## config.mk

```make
export PLATFORM = sky130hd
export DESIGN_NAME = base64_stream_decoder_top
export DESIGN_NICKNAME = d
export VERILOG_FILES = /design/src/hdl/b64d_pkg.sv /design/src/hdl/b64d_classify.sv /design/src/hdl/b64d_step.sv /design/src/hdl/base64_stream_decoder_top.sv
export VERILOG_INCLUDE_DIRS = /design/src /design/src/hdl
export SDC_FILE = /design/constraint.sdc
export NUM_CORES = 1
export LEC_CHECK = 0
export CAP_MARGIN = 30
export CORE_MARGIN = 1
export CORE_UTILIZATION = 41
export CTS_CLUSTER_DIAMETER = 60
export DETAILED_ROUTE_END_ITERATION = 7
export DONT_BUFFER_PORTS = 1
export PLACE_DENSITY = 0.67
export SLEW_MARGIN = 20
export SYNTH_ARGS = -nofsm -noshare
export SYNTH_HDL_FRONTEND = slang
export SYNTH_SLANG_ARGS = --single-unit
```

## constraint.sdc

```tcl
create_clock -name clk -period 2.29 [get_ports clk]
set_input_delay 0 -clock clk [delete_from_list [all_inputs] [get_ports clk]]
set_output_delay 0 -clock clk [all_outputs]
set_load 0.005 [all_outputs]
```

## src/hdl/base64_stream_decoder_top_defines.svh

```systemverilog
// Assertion macros shared by the base64 stream decoder RTL.
`ifndef BASE64_STREAM_DECODER_TOP_DEFINES_SVH
`define BASE64_STREAM_DECODER_TOP_DEFINES_SVH

// Same-cycle implication, sampled on clk, off during reset.
`define B64D_ASSERT_IMP(label, ante, cons, msg) \
	label: assert property (@(posedge clk) disable iff (!arst_n) (ante) |-> (cons)) \
		else $error(msg);

// Next-cycle implication, sampled on clk, off during reset.
`define B64D_ASSERT_NXT(label, ante, cons, msg) \
	label: assert property (@(posedge clk) disable iff (!arst_n) (ante) |=> (cons)) \
		else $error(msg);

`endif

```

## src/hdl/b64d_pkg.sv

```systemverilog
// Types shared by the base64 stream decoder modules.
package b64d_pkg;

	// Character classes.
	typedef enum logic [1:0] {
		CLS_SEXTET = 2'd0,
		CLS_SKIP   = 2'd1,
		CLS_PAD    = 2'd2,
		CLS_BAD    = 2'd3
	} b64d_cls_t;

	// One input request.
	typedef struct packed {
		logic [7:0] char_code;
		logic       first_of_string;
		logic       last_of_string;
	} b64d_in_t;

	// One result request.
	typedef struct packed {
		logic       byte_valid;
		logic [7:0] byte_value;
		logic       string_done;
		logic       length_ok;
		logic       bad_char;
	} b64d_out_t;

	// Classifier output.
	typedef struct packed {
		b64d_cls_t  cls;
		logic [5:0] sextet;
	} b64d_class_t;

	// Decoder state.
	typedef struct packed {
		logic [1:0] phase;
		logic [5:0] prev;
		logic       stopped;
	} b64d_state_t;

endpackage

```

## src/hdl/b64d_classify.sv

```systemverilog
// Character classifier: maps an 8-bit code to a class and a sextet value.
module b64d_classify import b64d_pkg::*; (
	input  logic [7:0]  char_code,
	output b64d_class_t class_o
);

	logic [7:0] c;
	assign c = char_code;

	// Decode the alphabet; pad and all non-sextets give value zero.
	always_comb begin
		class_o.cls    = CLS_BAD;
		class_o.sextet = 6'd0;
		if (c >= 8'h41 && c <= 8'h5A) begin
			class_o.cls    = CLS_SEXTET;
			class_o.sextet = 6'(c - 8'h41);
		end else if (c >= 8'h61 && c <= 8'h7A) begin
			class_o.cls    = CLS_SEXTET;
			class_o.sextet = 6'(c - 8'h61 + 8'd26);
		end else if (c >= 8'h30 && c <= 8'h39) begin
			class_o.cls    = CLS_SEXTET;
			class_o.sextet = 6'(c - 8'h30 + 8'd52);
		end else if (c == 8'h2B) begin
			class_o.cls    = CLS_SEXTET;
			class_o.sextet = 6'h3E;
		end else if (c == 8'h2F) begin
			class_o.cls    = CLS_SEXTET;
			class_o.sextet = 6'h3F;
		end else if (c == 8'h3D) begin
			class_o.cls = CLS_PAD;
		end else if (c == 8'h09 || c == 8'h0A || c == 8'h0D || c == 8'h20 || c == 8'h2D) begin
			class_o.cls = CLS_SKIP;
		end
	end

endmodule

```

## src/hdl/b64d_step.sv

```systemverilog
// Quartet step: next decoder state and result for one classified character.
module b64d_step import b64d_pkg::*; (
	input  b64d_state_t state_q,
	input  b64d_in_t    item,
	input  b64d_class_t class_i,
	output b64d_state_t state_d,
	output b64d_out_t   result
);

	logic [1:0] ph;
	logic       st;
	logic [5:0] pv;
	logic [5:0] v;

	// Clear phase and stop flag at the start of a string.
	assign ph = item.first_of_string ? 2'd0 : state_q.phase;
	assign st = item.first_of_string ? 1'b0 : state_q.stopped;
	assign pv = state_q.prev;
	assign v  = class_i.sextet;

	// Advance the quartet and build the output byte.
	always_comb begin
		state_d.phase      = ph;
		state_d.prev       = pv;
		state_d.stopped    = st;
		result.byte_valid  = 1'b0;
		result.byte_value  = 8'd0;
		result.bad_char    = 1'b0;
		if (!st) begin
			case (class_i.cls)
				CLS_BAD: begin
					result.bad_char = 1'b1;
				end
				CLS_SKIP: begin
				end
				default: begin
					if (class_i.cls == CLS_PAD && ph[1]) begin
						// Late pad ends the string.
						state_d.phase   = 2'd0;
						state_d.stopped = 1'b1;
					end else begin
						unique case (ph)
							2'd0: begin
								state_d.phase = 2'd1;
							end
							2'd1: begin
								result.byte_valid = 1'b1;
								result.byte_value = {pv, v[5:4]};
								state_d.phase     = 2'd2;
							end
							2'd2: begin
								result.byte_valid = 1'b1;
								result.byte_value = {pv[3:0], v[5:2]};
								state_d.phase     = 2'd3;
							end
							default: begin
								result.byte_valid = 1'b1;
								result.byte_value = {pv[1:0], v};
								state_d.phase     = 2'd0;
							end
						endcase
						state_d.prev = v;
					end
				end
			endcase
		end
		result.string_done = item.last_of_string;
		result.length_ok   = item.last_of_string && (state_d.phase == 2'd0);
	end

endmodule

```

## src/hdl/base64_stream_decoder_top.sv

```systemverilog
// Base64 stream decoder top level: input register, decode step, result register.
// An accepted request waits in the input register until the result register is free.
// Throughput: one character per cycle unless out_ready stalls the result register.
// If empty, the input register takes a request while the result waits on out_ready.
// Reset (arst_n low, asynchronous) empties both registers and clears phase,
// previous sextet and stop flag; no clearing pass is needed.
`include "base64_stream_decoder_top_defines.svh"

module base64_stream_decoder_top import b64d_pkg::*; (
	input  logic      clk,
	input  logic      arst_n,
	input  logic      in_valid,
	output logic      in_ready,
	input  b64d_in_t  in_data,
	output logic      out_valid,
	input  logic      out_ready,
	output b64d_out_t out_data
);

	logic        valid_s1;
	b64d_in_t    item_s1;
	logic        res_valid_s2;
	b64d_out_t   res_s2;
	b64d_state_t state_q;
	b64d_state_t state_d;
	b64d_class_t class_s1;
	b64d_out_t   result;
	logic        advance;

	// Move the held request into the result register when it is free.
	assign advance  = valid_s1 && (!res_valid_s2 || out_ready);
	assign in_ready = !valid_s1 || advance;

	// Hold the accepted request.
	always_ff @(posedge clk or negedge arst_n) begin
		if (!arst_n) begin
			valid_s1 <= 1'b0;
		end else if (in_valid && in_ready) begin
			valid_s1 <= 1'b1;
		end else if (advance) begin
			valid_s1 <= 1'b0;
		end
	end

	always_ff @(posedge clk) begin
		if (in_valid && in_ready) begin
			item_s1 <= in_data;
		end
	end

	b64d_classify u_classify (
		.char_code (item_s1.char_code),
		.class_o   (class_s1)
	);

	b64d_step u_step (
		.state_q (state_q),
		.item    (item_s1),
		.class_i (class_s1),
		.state_d (state_d),
		.result  (result)
	);

	// Update decoder state and result valid on advance; else clear result valid on out_ready.
	always_ff @(posedge clk or negedge arst_n) begin
		if (!arst_n) begin
			state_q      <= '0;
			res_valid_s2 <= 1'b0;
		end else if (advance) begin
			state_q      <= state_d;
			res_valid_s2 <= 1'b1;
		end else if (out_ready) begin
			res_valid_s2 <= 1'b0;
		end
	end

	always_ff @(posedge clk) begin
		if (advance) begin
			res_s2 <= result;
		end
	end

	assign out_valid = res_valid_s2;
	assign out_data  = res_s2;

	// Checks on decode and pipeline behavior.
	`B64D_ASSERT_IMP(a_bad_no_byte, out_valid, !(out_data.bad_char && out_data.byte_valid), "bad character produced a byte")
	`B64D_ASSERT_IMP(a_len_needs_done, out_valid, (!out_data.length_ok || out_data.string_done), "length_ok without string_done")
	`B64D_ASSERT_IMP(a_stop_phase_zero, state_q.stopped, (state_q.phase == 2'd0), "stopped with nonzero phase")
	`B64D_ASSERT_NXT(a_advance_fills, advance, out_valid, "advanced request missing from output")

endmodule

```

* Word level (Yosys, flattened, before mapping)
Cells that the tools add are included.
** Operators by class
- $add $sub $neg :: 5
- Multipliers :: 0
- Divide/modulo/power cells :: 0
- $lt $le $gt $ge :: 6
- Equal/unequal tests :: 13
- Shift operators :: 0
- Muxes and demuxes :: 22
- Bitwise gates (word level) :: 3
- Reductions and logical operators :: 22
** Operators by type and width (number)
- == test 8 x 6 -> 1 bit, second input constant :: 5
- 2-to-1 mux 8 bit :: 4
- case mux 9 bit (3 select lines) :: 1
- == test 8 x 4 -> 1 bit, second input constant :: 3
- 2-to-1 mux 9 bit :: 2
- greater-or-equal comparator 8 x 7 -> 1 bit, second input constant :: 2
- <= comparator 8 x 7 -> 1 bit, second input constant :: 2
- 2-to-1 mux 6 bit :: 2
- subtractor 6 bit, second input constant :: 2
- 2-to-1 mux 2 bit :: 5
- greater-or-equal comparator 8 x 6 -> 1 bit, second input constant :: 1
- <= comparator 8 x 6 -> 1 bit, second input constant :: 1
- logical AND 1 bit :: 7
- 2-to-1 mux 1 bit :: 7
- adder 6 x 5 -> 6 bit, second input constant :: 1
- adder 6 bit, second input constant :: 1
- == test 2 bit, second input constant :: 3
- logical OR 1 bit :: 6
- case mux 2 bit (3 select lines) :: 1
- subtractor 6 x 1 -> 6 bit, second input constant :: 1
- == test 2 x 1 -> 1 bit, second input constant :: 2
- zero test 2 bit :: 2
- AND reduction 4 bit :: 1
- nonzero test 2 bit :: 2
- other kinds (4) :: 7
** Word-level totals
- Bits in registers :: 33
- Latch bits :: 0
- Memory bits (writable) :: 0
- Memory bits (read-only) :: 0
- Output and inout port bits :: 14
- Logic and storage cells :: 84
- Memories :: 0

* Depth between registers and ports, before layout
- Depth after elaboration :: 19
- Gate-level depth with buffers :: 10
- Gate-level depth less buffers :: 8

* Modules after synthesis
From an unflattened synthesis, not the netlist that was laid out.
** Unflattened totals
- Cell total of the unflattened synthesis :: 211
- Area total of the unflattened synthesis :: 2194.6 µm²
** By module, submodules not included
- base64_stream_decoder_top :: times used 1, cells an instance 49, area an instance 1093.5 µm², seq. area each 935.9 µm²
- b64d_classify :: times used 1, cells an instance 93, area an instance 675.6 µm², seq. area each 0.0 µm²
- b64d_step :: times used 1, cells an instance 69, area an instance 425.4 µm², seq. area each 0.0 µm²

* Least setup slack after synthesis
Ideal clock, no wire load.
- Kind :: register -> register
- Start :: register item_s1[4] (netlist name)
- End :: register state_q[5] (netlist name)
- Setup time :: 0.125 ns
- Data arrival time :: 2.337 ns
- Setup slack :: -0.172 ns
- Stages on the path, launching flop included :: 10
- Path buffers :: 1
- Period minus slack after synthesis :: 2.462 ns
- Cells stage by stage :: edfxtp_1 buf_6 inv_1 ha_1 nand2_1 or2_2 a311o_4 nand4_4 nand4_4 mux2_4
** Between the ends
- Longest elaborated chain between the ends :: 16
- Elaborated cells on any way between the ends :: 42
- Classes of those cells :: add/sub: 5; order compare: 6; eq/ne: 11; mux: 8; bitwise: 2; reduce/logical: 10
** Ends and longest elaborated chain
- start: declaration :: line base64_stream_decoder_top.sv:21 : b64d_in_t item_s1;
- start signal: assignment :: line base64_stream_decoder_top.sv:47 : item_s1 <= in_data;
- == test 8 x 4 -> 1 bit :: line b64d_classify.sv:31 : end else if (c == 8'h09 || c == 8'h0A || c == 8'h0D || c == 8'h20 || c == 8'h2D) begin
- logical OR 1 bit (4 in series) :: line b64d_classify.sv:31
- 2-to-1 mux 2 bit :: line b64d_classify.sv:31
- 2-to-1 mux 2 bit :: line b64d_classify.sv:29 : end else if (c == 8'h3D) begin
- 2-to-1 mux 2 bit :: line b64d_classify.sv:26 : end else if (c == 8'h2F) begin
- 2-to-1 mux 8 bit :: line b64d_classify.sv:23 : end else if (c == 8'h2B) begin
- 2-to-1 mux 8 bit :: line b64d_classify.sv:20 : end else if (c >= 8'h30 && c <= 8'h39) begin
- 2-to-1 mux 8 bit :: line b64d_classify.sv:17 : end else if (c >= 8'h61 && c <= 8'h7A) begin
- 2-to-1 mux 8 bit * :: line b64d_classify.sv:14 : if (c >= 8'h41 && c <= 8'h5A) begin
- == test 2 bit (tied with other cells) :: line b64d_step.sv:30 : case (class_i.cls)
- OR reduction 2 bit (no source line) or logical AND 1 bit (tied branches)
- inverter 1 bit (no source line)
- AND reduction 4 bit (no source line)
Mark *: on every way between the ends. The rest lies on a longest branch, timed or not.
A chain may end at the register's enable or synchronous reset.

* Worst setup path after layout
- Start :: register item_s1[2] (netlist name)
- End :: register res_s2, in the netlist out_data[6], data pin
** Between the ends
- Longest elaborated chain between the ends :: 15
- Elaborated cells on any way between the ends :: 40
- Classes of those cells :: add/sub: 5; order compare: 6; eq/ne: 11; mux: 9; reduce/logical: 9
** Ends and longest elaborated chain
- parallel branches: the longest is 11 deep, another holds subtractor 6 bit
- 2-to-1 mux 8 bit * :: line b64d_classify.sv:14
- == test 2 bit :: line b64d_step.sv:37 : if (class_i.cls == CLS_PAD && ph[1]) begin
- logical AND 1 bit :: line b64d_step.sv:37
- OR reduction 4 bit (no source line)
- end signal: assignment :: line base64_stream_decoder_top.sv:79 : res_s2 <= result;
- end: declaration :: line base64_stream_decoder_top.sv:23 : b64d_out_t res_s2;
Every way passes the cells marked *.

==> run metrics <==
Horiz. Die Dim=75.6 um; most used cells in the layout excluding fill and tap cells=sky130_fd_sc_hd__buf_4, sky130_fd_sc_hd__edfxtp_1, sky130_fd_sc_hd__dlygate4sd3_1; fin nets=between 200 and 300; top_reg_cell synth=sky130_fd_sc_hd__edfxtp_1; total number of H-tree levels=2; type of the setup path with the least slack=reg2reg; diode count=0; violations in the final reports=setup timing; post-synthesis cell area=around 2200 sq um; Buffers & Inverters on Critical Path=4; Final Util=between 60 and 70%; clock transition at the registers of the reported paths=roughly 70 ps; proportion of layout cells with a drive suffix above 1=43.0%; PD cells=590 nW/um^2; cell type contributing the most total cell area after synthesis=sky130_fd_sc_hd__edfxtp_1; Max FO, Critical Path=10; antenna violations before repair=0; final setup margin=-50.6 ps; standard cell core area=~5200 sq um; detail-routed net length per standard cell=around 18 um; result of the run=finished, violations left; Post-route DRC=0; boundary pin count=28; internal power=around 1300 uW; clk root buf=sky130_fd_sc_hd__clkbuf_8; final hold vios=0; Static Leakage=roughly 0.0013 uW; count of max-cap constraint violations=0; clk sink count=33; final HPWL from detailed placement=~3.6 mm; RSZ-0062 raised after global routing=yes; synthesis-to-finish area growth=43.2%; total of endpoints with negative setup slack in the final report=3; placed inst area=2520 sq um; kind of end point of the critical path=flip-flop; number of nets still failing antenna checks after routing=0; power share of the clock group=between 20% and 30%; number of slew-limit violations in the final report=0; peak per-stage delay on the critical path=between 400 and 500 ps; Yosys cell types=57; gate family responsible for the most delay along the worst path=compound AO/OA/AOI/OAI gates; sequential power share=between 40% and 50%; total routed wirelength=~6.0 mm; share of the clock period used by the worst path=102%; Switching Share=32.9%; cts bufs inserted=5; Worst R2R End=out_data[6]; first-iteration detailed-routing DRC count=between 80 and 90; global-route wire length before repair=8.34 mm; worst path cell trace=inv_2 > buf_4 > buf_4 > ha_2 > a22oi_1 > a22oi_1 > nand2_2 > a31oi_4 > o21ai_2 > buf_12 > a211oi_1; logic gate share of total power=about a third; Mapped Cells=207; overall fraction of global-route tracks in use=19.8%; depth of the worst register-to-register path=11; residual overflow from global routing=0; Relative slew margins=between 50% and 60%; Cell Count Post-Placement=298; number of storage elements in the synthesis netlist=33; minimum hold slack=122 ps; EDFF count, synth=22; later-pin clock latency in the skew report=about 300 ps; most area-consuming cells after synthesis=sky130_fd_sc_hd__edfxtp_1, sky130_fd_sc_hd__dfrtp_1, sky130_fd_sc_hd__ha_1; Initial DRT Pass Iterations=4; fmax=about 430 MHz; register area share after synthesis=a little over two fifths; number of nets in the synthesized netlist=roughly 240; count of warnings emitted by yosys=0; kind of start point of the critical path=flip-flop; effective utilization at floorplan=a little over two fifths; filler instances=about 400; classification of the worst-slack hold path=in2async; transition time at the pin with the least slew margin=~660 ps; clock tree from TritonCTS=built; Post-Syn Area per Cell=~11 sq um; ys async rst share=about 33%; largest vdd supply drop=roughly 0.5 mV; total via count in the routed design=~1900; Final Critical Period=about 2300 ps; final standard cell area without fillers=3180 sq um; top-area cell type share of the netlist area=~30%; NetSw=about 600 uW; Worst R2R Start=item_s1[2]; pre-CTS setup slack=-182 ps; Data arrival, critical path=approximately 2500 ps; Total Die Area=5720 sq um; largest net degree at the start of global routing=16; last weighted congestion value of the routability-driven placer=0.867; height of the chip=between 70 and 80 um; most common cell after layout, fill and taps aside=sky130_fd_sc_hd__buf_4; via count of the first global-routing pass=1779; number of buffers inserted by port buffering=0; setup slack of the most critical reg-to-reg path=-50 ps; number of vias per cell after detailed routing=around 5.6; WP data required=roughly 2400 ps; Slowest-stage cell, CP=sky130_fd_sc_hd__edfxtp_1; Layout Cells excl Fill=340; number of rows created at floorplan=26; startpoint of the worst setup timing path=item_s1[2]; worst clock skew on the final layout=9.79 ps; clock tree buffer depth=2
## through the flow
stage                     TNS, ps  total power [uW]
final                       -82.4              1880
after CTS                   -2.57              1760
after floorplan             -10.3              1120
after detailed placement     -784              1260
after global routing        -1470              1970
after global placement       -623              1250
## layout make-up
cell class,instances,area [sq um],share of cell area (%)
clock inverter,2,8.76,0.275
sequential,33,936,29.4
inverter,13,51.3,1.61
timing repair buffer,64,543,17.1
tap,70,87.6,2.75
multi-input combinational,152,1470,46.3
clock buffer,6,82.6,2.59
## how the worst max path moves through the flow
stage | depth (start not counted) | end | slack, ps
after floorplan | 10 | out_data[3] | -10
after global placement | 7 | out_data[4] | -190
after detailed placement | 7 | out_data[6] | -180
after CTS | 8 | out_data[6] | -3
after global routing | 11 | out_data[6] | -170
final | 11 | out_data[6] | -50
## flip-flops by register name, indices dropped and copies added (netlist names)
signal / flops
out_data: 12
item_s1: 10
state_q: 9
out_valid: 1
valid_s1: 1
## power groups by stage
stage	clock network (uW)	logic, uW	registers, uW
2_1_floorplan	0	326	790
3_3_place_gp	0	437	808
3_5_place_dp	0	443	813
4_1_cts	461	500	801
5_1_grt	489	665	820
6_report	459	614	805
## kinds of logic after synthesis
family	share of synthesized area (%)
muxes	4.28
buffers and inverters	4.95
adders and majority gates	8.45
and+or+nand+nor	18.3
AOI/OAI and AO/OA	19.9
DFF	42.1
xor gates and xnor gates	1.97
## worst register-to-register path, delay by kind of cell (launching register included)
family	cells	cell delay (ps)
fa+ha+maj	1	160
simple gates	1	170
flops	1	450
buf+inv	4	530
compound gates	5	840
## cells in the mapped netlist (all sizes together), types with 2 or more instances
cell type	n
a21o	2
and2	5
o311ai	2
o22ai	2
a211oi	3
nor3	4
nand4	8
xnor2	2
nand2b	6
o2111ai	2
edfxtp	22
a31oi	6
a311oi	3
inv	13
buf	4
or2b	2
nor4	2
o211ai	5
clkbuf	6
nor2	12
a221oi	3
dfrtp	11
nand2	10
mux2i	2
nor2b	3
xor2	3
ha	15
mux2	5
a21oi	12
nand3	3
o21ai	8
a22oi	7
## metal layers
layer,routed length (um),track usage (%),vias up
met5,0,0,-
met4,173,7.20,0
met3,183,3.97,13
met2,3150,34.6,52
met1,2510,24.0,921
li1,-,-,920
## repair_timing
item / CTS / global route
hold endpoints to repair: 23 / 0
pin swaps: 6 / 19
gates cloned: 0 / 1
gates resized for setup: 13 / 42
hold buffers: 14 / 0
setup endpoints to repair: 15 / 19
buffers inserted: 10 / 9
(Power assumes the default switching activity.)
